**src/rtl/ils_pkg.sv**
```systemverilog
// shared types, codes and sizes of the indexed list store
// no dependencies; imported by every other file of the block but ils_ram
package ils_pkg;

  // list capacity and derived widths
  localparam int unsigned DEPTH = 64;
  localparam int unsigned IDX_W = $clog2(DEPTH);
  localparam int unsigned CNT_W = $clog2(DEPTH + 1);

  // fixed field widths of the transactions
  localparam int unsigned OPC_W  = 3;
  localparam int unsigned POS_W  = 7;
  localparam int unsigned WORD_W = 32;
  localparam int unsigned ST_W   = 2;
  localparam int unsigned FPOS_W = 6;
  localparam int unsigned CNTO_W = 7;

  // compare width for position against count
  localparam int unsigned CMP_W = (CNT_W > POS_W) ? CNT_W : POS_W;

  // opcodes
  localparam logic [OPC_W-1:0] OP_APPEND = 3'd0;
  localparam logic [OPC_W-1:0] OP_POP    = 3'd1;
  localparam logic [OPC_W-1:0] OP_INSERT = 3'd2;
  localparam logic [OPC_W-1:0] OP_DELETE = 3'd3;
  localparam logic [OPC_W-1:0] OP_SEARCH = 3'd4;
  localparam logic [OPC_W-1:0] OP_GET    = 3'd5;

  // status codes
  localparam logic [ST_W-1:0] ST_OK    = 2'd0;
  localparam logic [ST_W-1:0] ST_RANGE = 2'd1;
  localparam logic [ST_W-1:0] ST_FULL  = 2'd2;
  localparam logic [ST_W-1:0] ST_EMPTY = 2'd3;

  // work selected once an operation has passed its checks
  typedef enum logic [2:0] {
    K_NOP,
    K_APPEND,
    K_POP,
    K_INSERT,
    K_DELETE,
    K_SEARCH,
    K_GET
  } kind_e;

  // controller to datapath
  typedef struct packed {
    logic capture;  // latch the input item and plan the walk
    logic rd;       // read one entry at the walk pointer
    logic proc;     // use the data of the previous read
    logic fin;      // final write, count update, result register load
  } cmd_t;

  // datapath to controller
  typedef struct packed {
    logic walk_done;
  } stat_t;

  typedef struct packed {
    logic [OPC_W-1:0]         opcode;
    logic [POS_W-1:0]         position;
    logic signed [WORD_W-1:0] word;
  } in_item_t;

  typedef struct packed {
    logic [ST_W-1:0]          status;
    logic signed [WORD_W-1:0] read_word;
    logic                     found;
    logic [FPOS_W-1:0]        found_position;
    logic [CNTO_W-1:0]        count;
    logic                     is_empty;
  } res_t;

endpackage

```
**src/rtl/ils_if.sv**
```systemverilog
// request and result channel interfaces of the indexed list store
// depends on ils_pkg for the field widths
interface ils_in_if;
  import ils_pkg::*;

  logic                     valid;
  logic                     ready;
  logic [OPC_W-1:0]         opcode;
  logic [POS_W-1:0]         position;
  logic signed [WORD_W-1:0] word;

  modport source (output valid, output opcode, output position, output word, input ready);
  modport sink   (input valid, input opcode, input position, input word, output ready);
endinterface

interface ils_out_if;
  import ils_pkg::*;

  logic                     valid;
  logic                     ready;
  logic [ST_W-1:0]          status;
  logic signed [WORD_W-1:0] read_word;
  logic                     found;
  logic [FPOS_W-1:0]        found_position;
  logic [CNTO_W-1:0]        count;
  logic                     is_empty;

  modport source (output valid, output status, output read_word, output found,
                  output found_position, output count, output is_empty, input ready);
  modport sink   (input valid, input status, input read_word, input found,
                  input found_position, input count, input is_empty, output ready);
endinterface

```
**src/rtl/ils_ram.sv**
```systemverilog
// generic single write, single read ram with registered read data
// no dependencies
module ils_ram #(
  parameter int unsigned WIDTH = 32,
  parameter int unsigned DEPTH = 64
) (
  input  logic                     clk_i,
  input  logic                     we_i,
  input  logic [$clog2(DEPTH)-1:0] waddr_i,
  input  logic [WIDTH-1:0]         wdata_i,
  input  logic                     re_i,
  input  logic [$clog2(DEPTH)-1:0] raddr_i,
  output logic [WIDTH-1:0]         rdata_o
);

  logic [WIDTH-1:0] mem_q [DEPTH];
  logic [WIDTH-1:0] rdata_q;

  always_ff @(posedge clk_i) begin
    if (we_i) begin
      mem_q[waddr_i] <= wdata_i;
    end
    if (re_i) begin
      rdata_q <= mem_q[raddr_i];
    end
  end

  assign rdata_o = rdata_q;

endmodule

```
**src/rtl/ils_datapath.sv**
```systemverilog
// datapath: operation checks, walk pointers, entry ram, count and result register
// depends on ils_pkg and ils_ram
module ils_datapath (
  input  logic             clk_i,
  input  logic             rst_ni,
  input  ils_pkg::in_item_t item_i,
  input  ils_pkg::cmd_t    cmd_i,
  output ils_pkg::stat_t   stat_o,
  output ils_pkg::res_t    res_o
);
  import ils_pkg::*;

  kind_e                 kind_q, kind_c;
  logic [ST_W-1:0]       status_q, status_c;
  logic [CNT_W-1:0]      count_q, count_d;
  logic [CNT_W-1:0]      rem_q, rem_c;
  logic [IDX_W-1:0]      rptr_q, rptr_c;
  logic [IDX_W-1:0]      prev_q;
  logic [IDX_W-1:0]      pos_q;
  logic [WORD_W-1:0]     word_q;
  logic [WORD_W-1:0]     rd_q;
  logic                  hit_q;
  logic [IDX_W-1:0]      hitpos_q;
  res_t                  res_q;

  logic [CMP_W-1:0]      pos_x, cnt_x;
  logic                  full, empty;

  logic                  we;
  logic [IDX_W-1:0]      waddr;
  logic [WORD_W-1:0]     wdata;
  logic [WORD_W-1:0]     rdata;

  assign pos_x = CMP_W'(item_i.position);
  assign cnt_x = CMP_W'(count_q);
  assign full  = (count_q == CNT_W'(DEPTH));
  assign empty = (count_q == '0);

  // checks and walk plan for the incoming operation
  always_comb begin
    kind_c   = K_NOP;
    status_c = ST_OK;
    rem_c    = '0;
    rptr_c   = '0;
    unique case (item_i.opcode)
      OP_APPEND: begin
        if (full) status_c = ST_FULL;
        else      kind_c   = K_APPEND;
      end
      OP_POP: begin
        if (empty) status_c = ST_EMPTY;
        else       kind_c   = K_POP;
      end
      OP_INSERT: begin
        priority if (pos_x > cnt_x) status_c = ST_RANGE;
        else if (full)              status_c = ST_FULL;
        else begin
          kind_c = K_INSERT;
          rem_c  = CNT_W'(cnt_x - pos_x);
          rptr_c = IDX_W'(count_q - 1'b1);
        end
      end
      OP_DELETE: begin
        priority if (empty)          status_c = ST_EMPTY;
        else if (pos_x >= cnt_x)     status_c = ST_RANGE;
        else begin
          kind_c = K_DELETE;
          rem_c  = CNT_W'(cnt_x - pos_x - 1'b1);
          rptr_c = IDX_W'(pos_x + 1'b1);
        end
      end
      OP_SEARCH: begin
        kind_c = K_SEARCH;
        rem_c  = count_q;
      end
      OP_GET: begin
        priority if (empty)          status_c = ST_EMPTY;
        else if (pos_x >= cnt_x)     status_c = ST_RANGE;
        else begin
          kind_c = K_GET;
          rem_c  = CNT_W'(1);
          rptr_c = IDX_W'(pos_x);
        end
      end
      default: begin
      end
    endcase
  end

  // ram write port: shift moves during the walk, the new word at the end
  always_comb begin
    we    = 1'b0;
    waddr = '0;
    wdata = rdata;
    if (cmd_i.proc && kind_q == K_INSERT) begin
      we    = 1'b1;
      waddr = IDX_W'(prev_q + 1'b1);
    end else if (cmd_i.proc && kind_q == K_DELETE) begin
      we    = 1'b1;
      waddr = IDX_W'(prev_q - 1'b1);
    end else if (cmd_i.fin && kind_q == K_APPEND) begin
      we    = 1'b1;
      waddr = IDX_W'(count_q);
      wdata = word_q;
    end else if (cmd_i.fin && kind_q == K_INSERT) begin
      we    = 1'b1;
      waddr = pos_q;
      wdata = word_q;
    end
  end

  always_comb begin
    unique case (kind_q)
      K_APPEND, K_INSERT: count_d = count_q + 1'b1;
      K_POP, K_DELETE:    count_d = count_q - 1'b1;
      default:            count_d = count_q;
    endcase
  end

  ils_ram #(
    .WIDTH (WORD_W),
    .DEPTH (DEPTH)
  ) u_ram (
    .clk_i   (clk_i),
    .we_i    (we),
    .waddr_i (waddr),
    .wdata_i (wdata),
    .re_i    (cmd_i.rd),
    .raddr_i (rptr_q),
    .rdata_o (rdata)
  );

  always_ff @(posedge clk_i or negedge rst_ni) begin
    if (!rst_ni) begin
      count_q <= '0;
      kind_q  <= K_NOP;
      rem_q   <= '0;
    end else begin
      if (cmd_i.capture) begin
        kind_q <= kind_c;
        rem_q  <= rem_c;
      end else if (cmd_i.rd) begin
        rem_q  <= rem_q - 1'b1;
      end
      if (cmd_i.fin) begin
        count_q <= count_d;
      end
    end
  end

  always_ff @(posedge clk_i) begin
    if (cmd_i.capture) begin
      status_q <= status_c;
      rptr_q   <= rptr_c;
      pos_q    <= IDX_W'(item_i.position);
      word_q   <= item_i.word;
      hit_q    <= 1'b0;
      hitpos_q <= '0;
      rd_q     <= '0;
    end else begin
      if (cmd_i.rd) begin
        prev_q <= rptr_q;
        rptr_q <= (kind_q == K_INSERT) ? IDX_W'(rptr_q - 1'b1) : IDX_W'(rptr_q + 1'b1);
      end
      if (cmd_i.proc && kind_q == K_SEARCH && !hit_q && rdata == word_q) begin
        hit_q    <= 1'b1;
        hitpos_q <= prev_q;
      end
      if (cmd_i.proc && kind_q == K_GET) begin
        rd_q <= rdata;
      end
    end
    if (cmd_i.fin) begin
      res_q.status         <= status_q;
      res_q.read_word      <= (kind_q == K_GET) ? rd_q : '0;
      res_q.found          <= hit_q;
      res_q.found_position <= FPOS_W'(hitpos_q);
      res_q.count          <= CNTO_W'(count_d);
      res_q.is_empty       <= (count_d == '0);
    end
  end

  assign stat_o.walk_done = (rem_q == '0);
  assign res_o            = res_q;

endmodule

```
**src/rtl/ils_ctrl.sv**
```systemverilog
// controller: sequences capture, ram walk and finish, owns both handshakes
// depends on ils_pkg
module ils_ctrl (
  input  logic           clk_i,
  input  logic           rst_ni,
  input  logic           in_valid_i,
  output logic           in_ready_o,
  output logic           out_valid_o,
  input  logic           out_ready_i,
  input  ils_pkg::stat_t stat_i,
  output ils_pkg::cmd_t  cmd_o
);
  import ils_pkg::*;

  typedef enum logic [1:0] {
    S_IDLE,
    S_WALK,
    S_TAIL
  } state_e;

  state_e state_q;
  logic   proc_q;
  logic   out_valid_q;
  logic   out_free;

  assign out_free    = !out_valid_q || out_ready_i;
  assign in_ready_o  = (state_q == S_IDLE);
  assign out_valid_o = out_valid_q;

  assign cmd_o.capture = (state_q == S_IDLE) && in_valid_i;
  assign cmd_o.rd      = (state_q == S_WALK) && !stat_i.walk_done;
  assign cmd_o.proc    = proc_q;
  assign cmd_o.fin     = (state_q == S_TAIL) && !proc_q && out_free;

  always_ff @(posedge clk_i or negedge rst_ni) begin
    if (!rst_ni) begin
      state_q     <= S_IDLE;
      proc_q      <= 1'b0;
      out_valid_q <= 1'b0;
    end else begin
      proc_q <= cmd_o.rd;
      if (cmd_o.fin)        out_valid_q <= 1'b1;
      else if (out_ready_i) out_valid_q <= 1'b0;
      unique case (state_q)
        S_IDLE: begin
          if (in_valid_i) state_q <= S_WALK;
        end
        S_WALK: begin
          if (stat_i.walk_done) state_q <= S_TAIL;
        end
        S_TAIL: begin
          if (cmd_o.fin) state_q <= S_IDLE;
        end
        default: state_q <= S_IDLE;
      endcase
    end
  end

endmodule

```
**src/rtl/indexed_list_store.sv**
```systemverilog
// top level of the indexed list store: fixed-depth ordered list of signed words
// depends on ils_pkg, ils_if, ils_ram, ils_datapath and ils_ctrl
//
//   channel  dir  modport  payload
//   in_i     in   sink     opcode, position, word
//   out_o    out  source   status, read_word, found, found_position, count, is_empty
//
// walk: an item holds the block from capture to finish and reads n entries
//   on the way: n is count - position for insert, count - 1 - position for delete,
//   count for search and 1 for get; the entry ram moves one entry per cycle
//   through its single read port, and no new item is taken until the finish
// reset: clears the entry count, the walk plan and the controller state; the entry ram is not cleared
// stalls: a finished result waits in the output register while the next transaction
//   is taken; the finish step waits only while that register is full and not read
module indexed_list_store (
  input  logic      clk_i,
  input  logic      rst_ni,
  ils_in_if.sink    in_i,
  ils_out_if.source out_o
);
  import ils_pkg::*;

  cmd_t     cmd;
  stat_t    stat;
  in_item_t item;
  res_t     res;

  // request fields gathered for the datapath
  assign item.opcode   = in_i.opcode;
  assign item.position = in_i.position;
  assign item.word     = in_i.word;

  // sequencing of capture, walk and finish
  ils_ctrl u_ctrl (
    .clk_i       (clk_i),
    .rst_ni      (rst_ni),
    .in_valid_i  (in_i.valid),
    .in_ready_o  (in_i.ready),
    .out_valid_o (out_o.valid),
    .out_ready_i (out_o.ready),
    .stat_i      (stat),
    .cmd_o       (cmd)
  );

  // checks, entry ram, count and result register
  ils_datapath u_datapath (
    .clk_i  (clk_i),
    .rst_ni (rst_ni),
    .item_i (item),
    .cmd_i  (cmd),
    .stat_o (stat),
    .res_o  (res)
  );

  // result fields straight from the output register
  assign out_o.status         = res.status;
  assign out_o.read_word      = res.read_word;
  assign out_o.found          = res.found;
  assign out_o.found_position = res.found_position;
  assign out_o.count          = res.count;
  assign out_o.is_empty       = res.is_empty;

`ifndef SYNTHESIS
  // an accepted transaction keeps the block busy in the next cycle
  a_busy_after_accept: assert property (@(posedge clk_i) disable iff (!rst_ni)
    in_i.valid && in_i.ready |=> !in_i.ready)
    else $error("request taken while previous one still in progress");

  // shift writes and the final write never meet on the ram write port
  a_single_write: assert property (@(posedge clk_i) disable iff (!rst_ni)
    !(cmd.proc && cmd.fin))
    else $error("two ram writes in one cycle");

  // a finish always presents a result in the next cycle
  a_fin_shows_result: assert property (@(posedge clk_i) disable iff (!rst_ni)
    cmd.fin |=> out_o.valid)
    else $error("finished transaction left no result");

  // ram reads only happen while a transaction is being worked on
  a_no_walk_when_idle: assert property (@(posedge clk_i) disable iff (!rst_ni)
    cmd.rd |-> !in_i.ready)
    else $error("ram walk while idle");
`endif

endmodule
```
**src/flat_wrapper.sv**
```systemverilog
// flat-port wrapper written by rule: the top's interface ports become plain ports
module indexed_list_store_flat import ils_pkg::*;
  (clk_i, rst_ni, in_i_valid, in_i_opcode, in_i_position, in_i_word, in_i_ready, out_o_valid, out_o_status, out_o_read_word, out_o_found, out_o_found_position, out_o_count, out_o_is_empty, out_o_ready);
  ils_in_if in_i_i ();
  ils_out_if out_o_i ();
  input  logic clk_i;
  input  logic rst_ni;
  input wire logic [$bits(in_i_i.valid)-1:0] in_i_valid;
  input wire logic [$bits(in_i_i.opcode)-1:0] in_i_opcode;
  input wire logic [$bits(in_i_i.position)-1:0] in_i_position;
  input wire logic [$bits(in_i_i.word)-1:0] in_i_word;
  output wire logic [$bits(in_i_i.ready)-1:0] in_i_ready;
  output wire logic [$bits(out_o_i.valid)-1:0] out_o_valid;
  output wire logic [$bits(out_o_i.status)-1:0] out_o_status;
  output wire logic [$bits(out_o_i.read_word)-1:0] out_o_read_word;
  output wire logic [$bits(out_o_i.found)-1:0] out_o_found;
  output wire logic [$bits(out_o_i.found_position)-1:0] out_o_found_position;
  output wire logic [$bits(out_o_i.count)-1:0] out_o_count;
  output wire logic [$bits(out_o_i.is_empty)-1:0] out_o_is_empty;
  input wire logic [$bits(out_o_i.ready)-1:0] out_o_ready;
  assign in_i_i.valid = in_i_valid;
  assign in_i_i.opcode = in_i_opcode;
  assign in_i_i.position = in_i_position;
  assign in_i_i.word = in_i_word;
  assign in_i_ready = in_i_i.ready;
  assign out_o_valid = out_o_i.valid;
  assign out_o_status = out_o_i.status;
  assign out_o_read_word = out_o_i.read_word;
  assign out_o_found = out_o_i.found;
  assign out_o_found_position = out_o_i.found_position;
  assign out_o_count = out_o_i.count;
  assign out_o_is_empty = out_o_i.is_empty;
  assign out_o_i.ready = out_o_ready;
  indexed_list_store u_core (.clk_i(clk_i), .rst_ni(rst_ni), .in_i(in_i_i), .out_o(out_o_i));
endmodule
```
**config.mk**
```make
export PLATFORM = sky130hd
export DESIGN_NAME = indexed_list_store_flat
export DESIGN_NICKNAME = d
export VERILOG_FILES = /design/src/rtl/ils_pkg.sv /design/src/rtl/ils_if.sv /design/src/rtl/ils_ram.sv /design/src/rtl/ils_datapath.sv /design/src/rtl/ils_ctrl.sv /design/src/rtl/indexed_list_store.sv /design/src/flat_wrapper.sv
export SDC_FILE = /design/constraint.sdc
export NUM_CORES = 2
export LEC_CHECK = 0
export ABC_CLOCK_PERIOD_IN_PS = 5600
export BUFFER_PORTS_ARGS = -buffer_cell sky130_fd_sc_hd__buf_2
export CORE_ASPECT_RATIO = 0.7
export CORE_MARGIN = 2
export CORE_UTILIZATION = 60
export DETAILED_ROUTE_END_ITERATION = 10
export PLACE_DENSITY = 0.78
export SETUP_SLACK_MARGIN = 0.4
export SYNTH_ARGS = -nofsm -noshare
export SYNTH_HDL_FRONTEND = slang
export SYNTH_SLANG_ARGS = --single-unit
```
**constraint.sdc**
```tcl
create_clock -name clk_i -period 5.6 [get_ports clk_i]
set_input_delay 0 -clock clk_i [delete_from_list [all_inputs] [get_ports clk_i]]
set_output_delay 0 -clock clk_i [all_outputs]
set_load 0.01 [all_outputs]
```
---- Word-level counts from Yosys, hierarchy flattened ----
Memories as Yosys holds them, arrays and structs flattened. A register that Yosys moved wholly into a read port is not among the register bits.
Cells that the tools add are included.
operators by class
  multipliers ............................. 0
  div/mod/pow operators ................... 0
  bitwise gates (word level) .............. 1
  multiplexer cells ....................... 55
  shifts and indexed selects .............. 0
  order comparisons ....................... 2
  reductions and logical operators ........ 29
  $add $sub $neg .......................... 10
  equal/unequal tests ..................... 18
operators with widths
  kind                   number
  $mux W32               4
  $mux W6                13
  $mux W7                6
  $eq A32 B32 Y1         1
  $pmux W7 S4            1
  $logic_not A7 Y1       3
  $sub A7 B1 Y7 const B  3
  $mux W2                10
  $add A6 B1 Y6 const B  3
  $pmux W3 S6            1
  $pmux W6 S3            1
  $eq A3 B3 Y1 const B   5
  $pmux W7 S2            1
  $eq A3 B2 Y1 const B   4
  $logic_and A1 B1 Y1    12
  $mux W1                12
  $mux W3                4
  $sub A6 B1 Y6 const B  2
  $pmux W2 S4            1
  $add A7 B1 Y7 const B  1
  $eq A7 B7 Y1 const B   1
  $ge A7 B7 Y1           1
  $gt A7 B7 Y1           1
  $sub A7 B7 Y7          1
  other kinds (14)       23
word-level totals
  word-level logic and storage cells ...... 136
  bits in latches ......................... 0
  memories kept ........................... 1
  flip-flop bits (word level) ............. 161
  bits of input ports ..................... 46
  RAM bits ................................ 2048
  memory bits (read-only) ................. 0
  output and inout bits ................... 51
memories
  name                           words  width  read ports  clocked after memory_dff  write ports  RTL line       RTL
  u_core.u_datapath.u_ram.mem_q  64     32     1           1                         1            ils_ram.sv:16  logic [WIDTH-1:0] mem_q [DEPTH];

---- Depth between registers and ports, before layout ----
  word-level depth ........................ 10
  mapped depth ............................ 12
  gate-level depth less buffers ........... 11

---- Cells and area by module ----
Synthesis repeated with hierarchy kept, for this count alone.
second synthesis, totals
  cell total of the unflattened synthesis .. 4125
  area total of the unflattened synthesis .. 87402.6 um^2
by module, submodules not included
  module        area an instance (um^2)  sequential area each (um^2)  instances  cells an instance
  ils_ram       78835.6                  62459.9                      1          3324
  ils_datapath  8381.8                   4239.1                       1          783
  ils_ctrl      185.2                    100.1                        1          18

---- Least setup slack after synthesis ----
Ideal clock, no wire load.
  kind .................................... reg-to-reg
  start point ............................. reg u_core.u_ctrl.state_q[0]
  end point ............................... mem u_core.u_datapath.u_ram.mem_q[7][0] (enable)
  clock period less this slack ............ 4.158 ns
  arrival ................................. 3.736 ns
  buffers on the path ..................... 2
  data required time ...................... 5.179 ns
  cell stages (with the launch flop) ...... 10
  setup slack ............................. 1.442 ns
  setup time .............................. 0.421 ns
  path through ............................ dfrtp_1 clkbuf_1 nor3b_1 nand2_1 clkbuf_1 clkinv_1 and3_1 o21a_1 nand2_1 nor2_1
RTL lines
  what                      RTL line        RTL
  start: declaration        ils_ctrl.sv:21  state_e state_q;
  start signal: assignment  ils_ctrl.sv:37  state_q <= S_IDLE;
  start signal: assignment  ils_ctrl.sv:46  if (in_valid_i) state_q <= S_WALK;
  start signal: assignment  ils_ctrl.sv:49  if (stat_i.walk_done) state_q <= S_TAIL;
  end: declaration          ils_ram.sv:16

---- Worst setup path in the final report ----
  start point ............................. reg u_core.u_datapath.kind_q[0]
  end point ............................... mem u_core.u_datapath.u_ram.mem_q[28][16] (enable)
on the way
  longest elaborated chain between the ends .. 8
  elaborated cells on any way between the ends .. 17
  classes of those cells .................. eq/ne (3); mux (10); reduce/logical (4)
RTL lines
  what                           RTL line                                 RTL
  start: declaration             ils_datapath.sv:13                       kind_e kind_q, kind_c;
  start signal: assignment       ils_datapath.sv:140                      kind_q <= kind_c;
  $eq A3 B2 Y1                   ils_datapath.sv:95, ils_datapath.sv:105
  $logic_and A1 B1 Y1            ils_datapath.sv:105                      end else if (cmd_i.fin && kind_q == K_INSERT) begin
  $mux W1                        ils_datapath.sv:105
  $mux W1                        ils_datapath.sv:101                      end else if (cmd_i.fin && kind_q == K_APPEND) begin
  $mux W1                        ils_datapath.sv:98                       end else if (cmd_i.proc && kind_q == K_DELETE) begin
  $mux W1                        ils_datapath.sv:95                       if (cmd_i.proc && kind_q == K_INSERT) begin
  $mux W1                        ils_ram.sv:20                            if (we_i) begin
  $mux W1 (not written as such)  ils_ram.sv:21                            mem_q[waddr_i] <= wdata_i;
Several ways; a longest one is shown, not always the timed one.

==> summary.md <==
| Metric | Value |
|---|---|
| Status | `finished, final reports clean` |
| Minimum clock period | `4.353 ns` |
| Ys async rst share | `0.9371%` |
| Post-Route WL | `235000 um` |
| Setup WS pre-CTS | `~1.3 ns` |
| Clk sink count | `2241` |
| Power density over cell area | `547.6 nW/um^2` |
| Vias in the first global route | `42710` |
| Crit path kind | `flop to flop` |
| Max VDD drop | `0.0004515 V` |
| First-pass GRT wire length | `approximately 330000 um` |
| Post-synth EDFFs | `2181` |
| Antenna Violating Nets Remaining | `0` |
| Dpl hpwl | `136700 um` |
| Fin Setup TNS | `0 ns` |
| Post-Synthesis Cell Area | `87250 sq um` |
| Ys flop type | `edfxtp_1` |
| DRT iter0 DRCs | `roughly 8000` |
| Register area | `66800 sq um` |
| Via count | `about 44000` |
| Final Cell Area | `97850 sq um` |
| Root Buffer | `clkbuf_16` |
| Final Skew | `0.05632 ns` |
| Share of cells above drive strength 1 | `about 29%` |
| Multi-input combinational cell area | `19950 sq um` |
| Inst Count DP | `5780` |
| Finish-stage setup viols | `0` |
| Final-report hold violation count | `0` |
| # H-tree levels | `4` |
| Syn Area/Cell | `22.57 sq um` |
| Post-route clock period utilization | `between 70% and 80%` |
| Ys Warns | `0` |
| DR DRC count | `0` |
| Yosys reg bits | `about 2200` |
| Tot GR Track Use | `32.28%` |
| Crit Path Max Fanout | `32` |
| DR WL/cell | `37.73 um` |
| Post_cts resized | `0` |
| Cells after Synth | `3866` |
| Via-to-Cell Ratio | `7.119` |
| Worst path arrival time | `4.80 ns` |
| Layout Area Growth over Synthesis | `12.15%` |
| Finished Core Util | `67.51%` |
| Worst-margin pin slew | `1.375 ns` |
| CTS max path bufs | `3` |
| RSZ-0062 raised after global routing | `false` |
| Finished Layout Cells | `6227` |
| # rows | `117` |
| CP required | `6.04 ns` |
| Slew Viols, Final | `0` |
| Commonest non-fill, non-tap cell in the layout | `edfxtp_1` |
| Crit path capture type | `flop` |
| Clk slew on worst S/H paths | `0.06 ns` |
| Most frequent cells in the layout | `edfxtp_1, mux4_2, clkbuf_16, nand2_1, buf_4` |
| Die area | `148500 sq um` |
| Core footprint | `144900 sq um` |
| Inserted Clock Buffers | `194` |
| TritonCTS clock tree | `built` |
| Initial DRT Pass Iterations | `7` |
| Final setup margin | `between 1 and 1.5 ns` |
| Largest net degree at the start of global routing | `roughly 130` |
| Initial antenna violation count | `27` |
| Area after DPL | `just over 90000 sq um` |
| Clock Latency Late Sink | `0.87 ns` |
| Die Span Y | `323.0 um` |
| Congestion Overflow GR | `0` |
| F_max | `0.2297 GHz` |
| Port bufs | `96` |
| Hold Crit Class | `input pin to flop` |
| Crit path launch type | `flop` |
| Fill cell count | `about 8500` |
| Routability Congestion | `0.8997` |
| Register area share after synthesis | `76.56%` |
| Slew HR | `a little over 8%` |
| LEAKAGE | `approximately 31 nW` |
| Num ports | `97` |
| Die X | `459.8 um` |
| Fin nets | `4224` |
| Syn_nets | `roughly 3900` |
| Unique masters post-synth | `between 70 and 80` |
| Initial core utilization | `60.20%` |
| Max Cap Violations | `0` |
-- critical path: stages (launching register included) --
cell and delay [ns]:
dfrtp_1 0.71, nor2b_4 0.28, nand3_2 0.41, o22ai_1 0.49, o2bb2ai_1 0.20, nand2_1 0.65
nor2_4 1.18
-- registers in the layout (all words and copies together), names as in the netlist --
register	cells
u_core.u_ctrl.out_valid_o	1
u_core.u_ctrl.proc_q	1
u_core.u_ctrl.state_q	2
u_core.u_datapath.cnt_x	7
u_core.u_datapath.hit_q	1
u_core.u_datapath.hitpos_q	6
u_core.u_datapath.kind_q	3
u_core.u_datapath.pos_q	6
u_core.u_datapath.prev_q	6
u_core.u_datapath.rd_q	32
u_core.u_datapath.rem_q	7
u_core.u_datapath.res_o	49
u_core.u_datapath.rptr_q	6
u_core.u_datapath.status_q	2
u_core.u_datapath.u_ram.mem_q	2048
u_core.u_datapath.u_ram.rdata_o	32
u_core.u_datapath.word_q	32
-- through the flow --
| stage | hold WS, ns | power (mW) |
|---|---|---|
| 2_1_floorplan | -0.2956 | 32.70 |
| 3_3_place_gp | 0.01965 | 39.62 |
| 3_5_place_dp | 0.02500 | 40.05 |
| 4_1_cts | 0.01778 | 53.21 |
| 5_1_grt | 0.05056 | 54.73 |
| 6_report | 0.07304 | 53.59 |
-- routing by layer --
metal	share of wire, %	vias up	track usage [%]
met4	3.4	18	9.942
met1	36	23170	47.87
met2	45	3839	46.32
li1	-	16900	-
met5	0.061	-	0
met3	16	403	10.74
-- final timing paths --
kind | startpoint | endpoint | slack [ns] | cells after the start
hold / removal | in_i_position[0] | u_core.u_datapath.pos_q[0] | 0.07 | 2
hold reg to reg | u_core.u_datapath.status_q[0] | u_core.u_datapath.res_o[47] | 0.42 | 0
max in group asynchronous | rst_ni | u_core.u_ctrl.out_valid_o | 4.44 | 3
min in group asynchronous | rst_ni | u_core.u_ctrl.proc_q | 0.51 | 3
setup / recovery | u_core.u_datapath.kind_q[0] | u_core.u_datapath.u_ram.mem_q[28][16] | 1.25 | 6
setup reg to reg | u_core.u_datapath.kind_q[0] | u_core.u_datapath.u_ram.mem_q[28][16] | 1.25 | 6
-- cell type report --
class,instances,area share (%)
timing repair buffer,301,2.560
tap,1904,2.435
inverter,30,0.1176
clock buffer,256,5.325
multi-input combinational,1388,20.39
antenna,10,0.02557
clock inverter,97,0.8772
sequential,2241,68.27
-- cells in the mapped netlist (29+ instances only) --
master	n	area, sq um
mux4_2	654	14730
mux2_2	32	360.4
clkbuf_1	103	386.6
nor2_1	93	349.1
dfxtp_1	39	780.8
buf_2	47	235.2
o21ai_0	29	145.1
a21oi_1	66	330.3
buf_1	32	120.1
edfxtp_1	2181	65490
nand2_1	130	488.0
xor2_1	41	359.1
and2_1	42	262.8
-- power breakdown --
part	switching, mW	internal [mW]	leakage (nW)
Clock	6.18	6.88	2.94
Sequential	0.982	21.7	20.3
Combinational	11.3	6.53	7.51
-- repair_timing --
item,4_1_cts,5_1_grt
hold buffers,84,0
hold endpoints to repair,91,0
buffers inserted,0,0
setup endpoints to repair,0,0
-- cells by family after synthesis --
kind of cell | synth area share, %
AND/OR/NAND/NOR | 2.110
buffers and inverters | 1.199
multiplexers | 17.57
adder cells (fa/ha/maj) | 0.3327
XOR/XNOR | 0.6582
flip-flops | 76.56
AO/OA/AOI/OAI | 1.569
No activity file was read; power rests on OpenSTA's default activity.
